--- src/hw/rtl/sgle_pkg.sv ---
// Shared types, codes and fixed-point constants of the sparse-grid evaluator.
package sgle_pkg;

    localparam int COORD_FRAC_BITS = 16;
    localparam int MAX_LEVEL       = 12;
    localparam int DIMS            = 5;
    localparam int LEVEL_W         = 4;
    localparam int INDEX_W         = 12;
    localparam int COORD_W         = 16;
    localparam int SLOT_W          = 12;
    localparam int HAT_W           = COORD_FRAC_BITS + 1;
    localparam int POS_W           = COORD_W + MAX_LEVEL;
    localparam int WEIGHT_W        = 32;
    localparam int TERM_W          = WEIGHT_W + HAT_W + 1 - COORD_FRAC_BITS;
    localparam int VALUE_W         = 48;
    localparam int ACC_W           = VALUE_W + 1;
    localparam int GRID_COUNT_W    = 13;
    localparam int ADDR_W          = 3;
    localparam int DATA_W          = 32;
    localparam int DRAIN_W         = 4;
    localparam int DRAIN_CYCLES    = 8;

    localparam logic [DRAIN_W-1:0] DRAIN_LAST = DRAIN_W'(DRAIN_CYCLES - 1);
    localparam logic [VALUE_W-1:0] VAL_MAX = {1'b0, {(VALUE_W-1){1'b1}}};
    localparam logic [VALUE_W-1:0] VAL_MIN = {1'b1, {(VALUE_W-1){1'b0}}};
    localparam logic REG_GRID_COUNT = 1'b0;

    typedef enum logic [1:0] {
        CMD_LOAD      = 2'd0,
        CMD_EVAL      = 2'd1,
        CMD_TRANSPOSE = 2'd2,
        CMD_READ      = 2'd3
    } cmd_t;

    typedef enum logic [2:0] {
        ST_CLEAR,
        ST_IDLE,
        ST_READ_ADDR,
        ST_READ_DATA,
        ST_SWEEP,
        ST_DRAIN,
        ST_MERGE,
        ST_FINISH
    } state_t;

    typedef struct packed {
        logic start;
        logic sweep;
        logic eval_mode;
        logic clear;
        logic rd_issue;
        logic rd_clear;
    } lane_ctl_t;

endpackage

--- src/hw/rtl/sgle_merge.sv ---
// Merge stage: add the lane sums and saturate the total to the result range.
module sgle_merge #(
    parameter int LANES = 4,
    parameter int LSW   = 44
) (
    input  logic                                clk,
    input  logic                                load,
    input  logic signed [LSW-1:0]               lane_sum [LANES],
    output logic [sgle_pkg::VALUE_W-1:0]        value,
    output logic                                sat
);
    import sgle_pkg::*;

    localparam int EW = LSW + $clog2(LANES) + VALUE_W + 1;
    localparam logic signed [EW-1:0] EMAX = {{(EW-VALUE_W){1'b0}}, VAL_MAX};
    localparam logic signed [EW-1:0] EMIN = {{(EW-VALUE_W){1'b1}}, VAL_MIN};

    logic signed [EW-1:0]   total;
    logic [VALUE_W-1:0]     value_reg;
    logic                   sat_reg;

    always_comb
    begin
        total = '0;
        for (int k = 0; k < LANES; k++)
        begin
            total = total + EW'(lane_sum[k]);
        end
    end

    always_ff @(posedge clk)
    begin
        if (load)
        begin
            if (total > EMAX)
            begin
                value_reg <= VAL_MAX;
                sat_reg   <= 1'b1;
            end
            else if (total < EMIN)
            begin
                value_reg <= VAL_MIN;
                sat_reg   <= 1'b1;
            end
            else
            begin
                value_reg <= total[VALUE_W-1:0];
                sat_reg   <= 1'b0;
            end
        end
    end

    assign value = value_reg;
    assign sat   = sat_reg;

endmodule

--- config.mk ---
export PLATFORM = sky130hd
export DESIGN_NAME = sgle_merge
export DESIGN_NICKNAME = d
export VERILOG_FILES = /design/src/hw/rtl/sgle_pkg.sv /design/src/hw/rtl/sgle_merge.sv
export SDC_FILE = /design/constraint.sdc
export NUM_CORES = 1
export LEC_CHECK = 0
export ABC_AREA = 1
export BUFFER_PORTS_ARGS = -buffer_cell sky130_fd_sc_hd__clkbuf_2
export CAP_MARGIN = 10
export CORE_MARGIN = 4
export CORE_UTILIZATION = 50
export CTS_CLUSTER_DIAMETER = 50
export CTS_CLUSTER_SIZE = 12
export DETAILED_ROUTE_END_ITERATION = 16
export PLACE_DENSITY = 0.89
export SYNTH_ARGS = -nofsm -noshare
export SYNTH_HDL_FRONTEND = slang
export SYNTH_SLANG_ARGS = --single-unit
export TNS_END_PERCENT = 10
--- constraint.sdc ---
create_clock -name clk -period 2.7 [get_ports clk]
set_input_delay 0.135 -clock clk [delete_from_list [all_inputs] [get_ports clk]]
set_output_delay 0.135 -clock clk [all_outputs]
set_load 0.02 [all_outputs]
==> impl_metrics.py, run 1 <==
metrics = {
    "yosys": {
        "synth_top_family_by_area": "adder cells",
        "synthArstFlopShare_pct": 0,
        "ys.warnings.count": 0,
        "synth_nets": 1520,
        "synth-xor-area-share_pct": 2.70,
        "syn_inst": 1207,
        "ys_types": 25,
        "netlist_area_um2": 8120,
        "synth_fa_ha_area_share_pct": 29.0,
        "synth-simple-area-share_pct": 27.1,
        "synth_compound_area_share_pct": 2.34,
        "ys_seq_area_share_pct": 18.1,
        "synthMuxAreaShare_pct": 0,
        "synth_flop_cell": "edfxtp_1",
        "avgSynthCellArea_um2": 6.72,
        "ys_seq_elements": 49,
        "synth_edf_count": 49,
    },
    "detailed_routing": {
        "finalWirelength_um": 23500,
        "ant_nets": 0,
        "via_per_inst": 4.63,
        "drcViolationCount": 0,
        "wl_met3_um": 1530,
        "top_layer_used": "met4",
        "dr.pass1.iters": 5,
        "wl_per_cell_um": 13.4,
        "vias": 8105,
        "drt-met1-wl_um": 9090,
        "initialDrtViolationCount": 390,
        "route.met2.wl_um": 12200,
    },
    "worst_hold_path": {
        "min_path_type": "primary input to register",
    },
    "worst_setup_path": {
        "crit_end": "value[35]",
        "cp_data_arrival_time_ps": 2700,
        "critical_path_class": "primary input to register",
        "crit_start": "lane_sum[1]",
        "worstPathRequired_ps": 2770,
        "cp_max_fo": 4,
        "cp-start-kind": "primary input",
        "setup.worst_path.end_class": "register",
    },
    "run_status": {
        "status": "finished clean",
    },
    "finish": {
        "final_core_util_pct": 69.3,
        "final_nets": 1848,
        "synthToLayoutAreaGrowth_pct": 35.6,
        "final_area_um2": 11000,
        "num_antenna_cells": 0,
        "drive_above_1_share_pct": 30.7,
        "largest_reg_flops": 48,
        "finalNonFillerCells": 1752,
        "fillers": 1271,
    },
    "placed_design": {
        "post_dp_cell_area_um2": 10200,
        "dp_cells": 1741,
        "gp_congestion": 0.923,
        "dpl_worst_slack_ps": -320,
        "io_buffers": 226,
        "hpwl_um": 19800,
    },
    "sta": {
        "worstMarginPinSlew_ps": 792,
        "drv_slew": 0,
        "rsz0062_at_grt": "true",
        "finalHoldViolCount": 0,
        "fin_ws_ps": 67.0,
        "clock.fmax_ghz": 0.380,
        "finalCriticalPeriod_ps": 2630,
        "setup_viol": 0,
        "slew_headroom_pct": 47.2,
        "min_period_over_period_pct": 97.5,
    },
    "global_route": {
        "grtUsageTotal_pct": 24.4,
        "antenna_found_initial": 0,
        "grt_pass1_wl_um": 35900,
        "grt_pass1_vias": 7982,
        "gr-total-overflow": 0,
        "grt_max_degree": 26,
    },
    "cts": {
        "htree_num_levels": 2,
        "clock_sinks": 49,
        "clkSlewWorstSetupHoldPaths_ps": 70,
        "cts_root_buffer": "clkbuf_16",
        "numCtsBuffers": 5,
        "cts_tree": "yes",
        "hold_buffers": 0,
        "clock_tree.buffer_depth": 2,
    },
    "pwr": {
        "power_mw": 8.77,
        "p_leak_nw": 6.65,
        "vdd_drop_max_uv": 352,
        "power-per-cell-area_nw_per_um2": 797,
    },
    "run": {
        "maxCapViolCount": 0,
    },
    "floorplanning": {
        "die_height_um": 135,
        "dieArea_um2": 18300,
        "core_um2": 15900,
        "chipWidth_um": 135,
        "floorplan.initialDensity_pct": 51.1,
        "num_io_pins": 227,
        "rows": 46,
    },
}
## power by group
part	leakage, nW	total, mW	internal, mW	switching, mW
Combinational	6.10	6.52	2.69	3.82
Sequential	0.479	1.48	1.36	0.121
Clock	0.0775	0.768	0.436	0.333
## cell type report
| cell class | count | area, µm² | share of cell area [%] |
|---|---|---|---|
| multi-input cells | 712 | 5560 | 50.5 |
| repair buffers | 324 | 1880 | 17.1 |
| inverters | 443 | 1660 | 15.1 |
| flip-flops and latches | 49 | 1470 | 13.4 |
| well taps | 216 | 270 | 2.46 |
| clock buffers | 5 | 125 | 1.14 |
| clock inverters | 3 | 41.3 | 0.375 |
## how the worst min path moves through the flow
stage             startpoint  slack [ps]  cells after the start       end
6_report       lane_sum[132]         140                      2  value[0]
5_1_grt        lane_sum[132]         140                      2  value[0]
4_1_cts        lane_sum[132]         130                      2  value[0]
3_5_place_dp   lane_sum[132]         440                      2  value[0]
3_3_place_gp   lane_sum[132]         440                      2  value[0]
2_1_floorplan           load         250                      0       sat
## per-layer routing
metal / GRT usage, % / vias to the layer above
met2: 45.2 / 266
met3: 4.75 / 44
met1: 29.2 / 3746
met5: 0 / -
li1: - / 4049
met4: 5.54 / 0
## cell families (layout without fill, tap and decap cells)
group                    after synthesis  in the layout
AO/OA/AOI/OAI                         34             34
AND/OR/NAND/NOR                      517            517
flip-flops                            49             49
other                                  1              1
XOR/XNOR                              25             25
buffers and inverters                446            775
adder cells (fa/ha/maj)              135            135
## worst max-delay path, stage by stage
cell and delay [ps]:
clkbuf_2 80, inv_1 50, fa_1 510, fa_1 500, inv_1 60, ha_4 160
fa_2 350, buf_4 160, nand3_1 90, nand3_2 160, nand2_1 120, nand2_2 70
nand2_1 100, nand2_1 60, nand2_1 50, nand2_1 40
## Yosys cell counts (2+ instances only)
library cell | n | area (µm²)
nand3_1 | 36 | 180
xor2_1 | 22 | 193
clkbuf_1 | 3 | 11.3
nor2_2 | 16 | 100
nand4_1 | 7 | 43.8
nor3_1 | 3 | 15.0
a21oi_1 | 25 | 125
xnor2_1 | 3 | 26.3
fa_1 | 89 | 1780
inv_2 | 6 | 22.5
nand2_2 | 17 | 106
nand2_1 | 358 | 1340
edfxtp_1 | 49 | 1470
a31oi_1 | 3 | 18.8
nor2_4 | 5 | 56.3
ha_1 | 46 | 576
o21bai_1 | 4 | 30.0
inv_1 | 437 | 1640
nand3_2 | 10 | 100
nor2_1 | 62 | 233
nor4_1 | 2 | 12.5
## what timing repair did
item,4_1_cts,5_1_grt
setup endpoints to repair,1,30
resized for setup,1,95
setup buffers,0,3
cloned,0,0
pin swaps,0,12
## per-stage QoR
stage | hold WS, ps | TNS, ps
after floorplan | 247 | 0
after global placement | 435 | -7030
after detailed placement | 445 | -8970
after CTS | 132 | 0
after global routing | 139 | -324
final | 140 | 0
## cell usage in the layout, fill, tap and decap left out, types with 2 or more instances in the layout
| cell | instances |
|---|---|
| ha_4 | 29 |
| xnor2_1 | 3 |
| a21oi_1 | 18 |
| ha_1 | 9 |
| clkbuf_2 | 226 |
| nand3_4 | 2 |
| o21bai_1 | 4 |
| ha_2 | 8 |
| nand4_1 | 7 |
| fa_1 | 88 |
| nor3_1 | 2 |
| a21oi_2 | 7 |
| xor2_1 | 22 |
| nand2_2 | 37 |
| nand2_1 | 337 |
| buf_4 | 97 |
| nand3_1 | 31 |
| nor2_2 | 21 |
| nor2_1 | 51 |
| inv_2 | 6 |
| nor2_4 | 11 |
| edfxtp_1 | 49 |
| a31oi_1 | 3 |
| nand3_2 | 13 |
| nor3_2 | 2 |
| clkbuf_16 | 5 |
| inv_1 | 437 |
Power figures use the tool's default switching activity.
==> run 2: changes to the inputs <==
--- a/config.mk
+++ b/config.mk
@@ -8,12 +8,11 @@
 export ABC_AREA = 1
 export BUFFER_PORTS_ARGS = -buffer_cell sky130_fd_sc_hd__clkbuf_2
 export CAP_MARGIN = 10
-export CORE_MARGIN = 4
 export CORE_UTILIZATION = 50
 export CTS_CLUSTER_DIAMETER = 50
-export CTS_CLUSTER_SIZE = 12
+export CTS_CLUSTER_SIZE = 24
 export DETAILED_ROUTE_END_ITERATION = 16
-export PLACE_DENSITY = 0.89
+export PLACE_DENSITY = 0.86
 export SYNTH_ARGS = -nofsm -noshare
 export SYNTH_HDL_FRONTEND = slang
 export SYNTH_SLANG_ARGS = --single-unit
==> constraint.sdc (replaced) <==
create_clock -name clk -period 2.9 [get_ports clk]
set_input_delay 0.145 -clock clk [delete_from_list [all_inputs] [get_ports clk]]
set_output_delay 0.145 -clock clk [all_outputs]
set_load 0.02 [all_outputs]
==> impl_metrics.py, run 2 (synthesis results as in run 1) <==
metrics = {
    "worst_setup_path": {
        "cpMaxStageDelayCell": "fa_1",
        "critical_path_class": "primary input to register",
        "cp_top_family": "adder cells",
        "setup.worst_path.end_class": "register",
        "path_buf_inv": 5,
        "slowest_delay_ps": 530,
        "path_cells": "clkbuf_2 > inv_1 > fa_1 > fa_1 > inv_1 > ha_1 > buf_4 > nand2_1 > inv_1 > nand2_1 > nand2_1 > nand2_1 > nand3_2 > nand2_1 > nand2_2 > nand2_1 > nand2_1 > nand2_1 > nand2_1",
        "cp_max_fo": 4,
        "worstPathRequired_ps": 2960,
        "cp_data_arrival_time_ps": 2740,
        "cp-start-kind": "primary input",
        "crit_top_cell": "nand2_1",
    },
    "detailed_routing": {
        "finalWirelength_um": 20200,
        "ant_nets": 0,
        "via_per_inst": 4.48,
        "dr.pass1.iters": 5,
        "wl_per_cell_um": 11.7,
        "vias": 7731,
        "drcViolationCount": 0,
        "initialDrtViolationCount": 485,
    },
    "cts": {
        "numCtsBuffers": 5,
        "clock_tree.buffer_depth": 2,
        "htree_num_levels": 2,
        "cts_tree": "yes",
        "clock_sinks": 49,
        "clkSlewWorstSetupHoldPaths_ps": 70,
        "cts_root_buffer": "clkbuf_16",
        "postCtsSetupBuffers": 0,
    },
    "finish": {
        "mostFrequentLayoutCell": "inv_1",
        "largest_reg_flops": 48,
        "synthToLayoutAreaGrowth_pct": 26.1,
        "num_antenna_cells": 0,
        "mostFrequentLayoutCells": "inv_1 (437), nand2_1 (358), clkbuf_2 (226), fa_1 (88), buf_4 (73)",
        "finalNonFillerCells": 1727,
        "final_nets": 1823,
        "drive_above_1_share_pct": 24.2,
    },
    "sta": {
        "worstMarginPinSlew_ps": 707,
        "clock.fmax_ghz": 0.373,
        "min_period_over_period_pct": 92.4,
        "fin_ws_ps": 220,
        "finalCriticalPeriod_ps": 2680,
        "setup_viol": 0,
        "slew_headroom_pct": 52.9,
        "finalHoldViolCount": 0,
        "drv_slew": 0,
        "fin_tns_setup_ps": 0,
        "rsz0062_at_grt": "false",
    },
    "floorplanning": {
        "rows": 46,
        "num_io_pins": 227,
        "core_um2": 15900,
        "floorplan.initialDensity_pct": 51.1,
        "die_height_um": 129,
        "dieArea_um2": 16700,
        "chipWidth_um": 129,
    },
    "global_route": {
        "antenna_found_initial": 0,
        "gr-total-overflow": 0,
        "grt_pass1_vias": 7443,
        "grt_pass1_wl_um": 33100,
        "grt_max_degree": 50,
        "grtUsageTotal_pct": 25.3,
    },
    "worst_hold_path": {
        "hold_path_depth": 2,
        "min_path_type": "primary input to register",
        "whs_endpoint": "value[0]",
        "min-delay-start": "lane_sum[132]",
    },
    "placed_design": {
        "gp_congestion": 0.887,
        "dp_cells": 1719,
        "hpwl_um": 18200,
        "dpl_worst_slack_ps": -131,
        "io_buffers": 226,
    },
    "pwr": {
        "power-per-cell-area_nw_per_um2": 719,
        "p_leak_nw": 6.51,
        "vdd_drop_max_uv": 336,
    },
    "run": {
        "maxCapViolCount": 0,
    },
    "run_status": {
        "status": "finished clean",
    },
}
[run 2: worst max-delay path by stage]
stage,startpoint,end,slack (ps),cells past startpoint
after global routing,lane_sum[20],value[34],0.1,16
final,lane_sum[6],value[35],220,19
after CTS,lane_sum[1],value[35],150,16
after detailed placement,lane_sum[1],value[35],-130,16
after global placement,lane_sum[1],value[31],-110,17
after floorplan,lane_sum[1],value[33],80,16
[run 2: power by group]
| part | internal, mW | leakage [nW] | switching, mW |
|---|---|---|---|
| registers | 1.27 | 0.479 | 0.105 |
| logic | 2.04 | 5.95 | 3.24 |
| clock network | 0.410 | 0.0842 | 0.295 |
[run 2: what timing repair did]
item	in CTS	in global routing
gates resized for setup	0	3
hold buffers	0	0
endpoints found under the setup margin	0	4
[run 2: metal layers]
metal  up-vias  part of all wire (%)  global-route usage (%)  wire [µm]
met5         -                     0                       0          0
met3        24                   6.6                    3.18       1340
met2       275                    49                    46.0       9830
met1      3429                    42                    31.4       8550
met4         0                   2.6                    7.52        523
li1       4003                     -                       -          -
[run 2: layout make-up]
type | instances | area (µm²)
Fill cell | 1434 | 5650
Multi-Input combinational cell | 712 | 4980
Timing Repair Buffer | 299 | 1680
Inverter | 443 | 1660
Sequential cell | 49 | 1470
Tap cell | 216 | 270
Clock buffer | 5 | 125
Clock inverter | 3 | 43.8
[run 2: per-stage QoR]
step	cell area, µm²	total power, mW	utilization [%]	hold WS (ps)
after floorplan	8120	4.69	-	257
after global placement	10100	6.53	63.3	443
after detailed placement	10100	6.64	63.3	466
after CTS	10200	7.36	64.4	162
after global routing	10200	8.04	64.4	161
final	10200	7.35	64.4	168
==> run 3: changes to the inputs <==
==> constraint.sdc (replaced) <==
create_clock -name clk -period 2.8 [get_ports clk]
set_input_delay 0.14 -clock clk [delete_from_list [all_inputs] [get_ports clk]]
set_output_delay 0.14 -clock clk [all_outputs]
set_load 0.02 [all_outputs]
==> impl_metrics.py, run 3 (synthesis results as in run 1) <==
metrics = {
    "run_status": {
        "status": "finished clean",
    },
    "finish": {
        "mostFrequentLayoutCells": "inv_1 (437), nand2_1 (347), clkbuf_2 (226), fa_1 (88), buf_4 (85)",
        "final_nets": 1836,
        "num_antenna_cells": 0,
        "fillers": 1421,
        "final_core_util_pct": 66.3,
        "largest_reg_flops": 48,
        "synthToLayoutAreaGrowth_pct": 29.7,
        "finalNonFillerCells": 1740,
        "mostFrequentLayoutCell": "inv_1",
        "drive_above_1_share_pct": 26.8,
    },
    "floorplanning": {
        "dieArea_um2": 16700,
        "chipWidth_um": 129,
        "floorplan.initialDensity_pct": 51.1,
        "core_um2": 15900,
        "rows": 46,
        "num_io_pins": 227,
        "die_height_um": 129,
    },
    "placed_design": {
        "hpwl_um": 18400,
        "io_buffers": 226,
        "dp_cells": 1732,
        "gp_congestion": 0.909,
    },
    "worst_setup_path": {
        "worstPathRequired_ps": 2840,
        "cp-start-kind": "primary input",
        "setup.worst_path.end_class": "register",
        "cp_data_arrival_time_ps": 2710,
        "critical_path_class": "primary input to register",
        "cp_max_fo": 4,
    },
    "cts": {
        "numCtsBuffers": 5,
        "cts_root_buffer": "clkbuf_16",
        "cts_tree": "yes",
        "htree_num_levels": 2,
        "hold_buffers": 0,
        "clock_sinks": 49,
        "clkSlewWorstSetupHoldPaths_ps": 70,
        "clock_tree.buffer_depth": 2,
    },
    "global_route": {
        "grtUsageTotal_pct": 26.1,
        "grt_pass1_wl_um": 34300,
        "grt_pass1_vias": 7784,
        "grt_max_degree": 50,
        "gr-usage-met2_pct": 48.7,
        "grt-busiest-layer": "met2",
        "antenna_found_initial": 0,
        "grtUsageMet1_pct": 30.7,
        "gr-total-overflow": 0,
        "grt_use_met3_pct": 4.29,
    },
    "pwr": {
        "vdd_drop_max_uv": 351,
        "power-per-cell-area_nw_per_um2": 751,
        "p_leak_nw": 6.59,
    },
    "detailed_routing": {
        "vias": 7840,
        "wl_per_cell_um": 12.0,
        "via_per_inst": 4.51,
        "finalWirelength_um": 20900,
        "ant_nets": 0,
        "initialDrtViolationCount": 406,
        "drcViolationCount": 0,
        "dr.pass1.iters": 5,
    },
    "worst_hold_path": {
        "min-delay-start": "lane_sum[132]",
        "whs_endpoint": "value[0]",
        "hold_path_depth": 2,
        "min_path_type": "primary input to register",
    },
    "sta": {
        "setup_viol": 0,
        "rsz0062_at_grt": "true",
        "fin_hold_ws_ps": 154,
        "min_period_over_period_pct": 95.5,
        "finalCriticalPeriod_ps": 2670,
        "drv_slew": 0,
        "clock.fmax_ghz": 0.374,
        "worstMarginPinSlew_ps": 726,
        "finalHoldViolCount": 0,
        "slew_headroom_pct": 51.6,
    },
    "run": {
        "maxCapViolCount": 0,
    },
}
run 3: power by group:
group	internal (mW)	switching [mW]
Combinational	2.30	3.48
Sequential	1.31	0.105
Clock	0.420	0.300
Total	4.03	3.88
run 3: timing repair:
action / CTS / global route
endpoints found under the setup margin: 0 / 25
resized for setup: 0 / 39
setup buffers: 0 / 0
endpoints found under the hold margin: 0 / 0
run 3: critical path, stage by stage:
cell      delay, ps
clkbuf_2         80
inv_1            50
fa_1            500
fa_1            520
inv_1            40
ha_1            340
nand2_1         120
inv_1            60
a21oi_1         230
nand2_1         140
a21oi_1         260
nand3_1         120
nand2_1          70
nand2_1          60
run 3: how the worst max path moves through the flow:
stage	from	to	slack, ps	cells past startpoint
5_1_grt	lane_sum[89]	value[39]	-60	17
6_report	lane_sum[36]	value[45]	130	14
3_3_place_gp	lane_sum[25]	value[26]	-200	13
2_1_floorplan	lane_sum[1]	value[33]	40	16
3_5_place_dp	lane_sum[8]	value[35]	-210	19
4_1_cts	lane_sum[25]	value[26]	90	13
run 3: stage by stage:
| stage | worst slack (ps) | area, µm² | power [mW] | setup TNS (ps) |
|---|---|---|---|---|
| finish | 127 | 10500 | 7.91 | 0 |
| detailed placement | -208 | 10200 | 6.98 | -4760 |
| global placement | -196 | 10200 | 6.86 | -3710 |
| global route | -57.8 | 10500 | 8.65 | -180 |
| CTS | 89.9 | 10300 | 7.71 | 0 |
| floorplan | 45.0 | 8120 | 4.86 | 0 |
run 3: routing by layer:
layer / wire, µm / part of all wire [%]
met5: 0 / 0
met4: 507 / 2.4
met3: 1390 / 6.7
met2: 10300 / 50
met1: 8620 / 41
run 3: final cells by class:
class,instances,area [µm²],share of cell area [%]
clock buffers,5,125,1.19
clock inverters,3,41.3,0.392
inverters,443,1660,15.8
multi-input cells,712,5170,49.1
flip-flops and latches,49,1470,14.0
well taps,216,270,2.57
repair buffers,312,1790,17.0
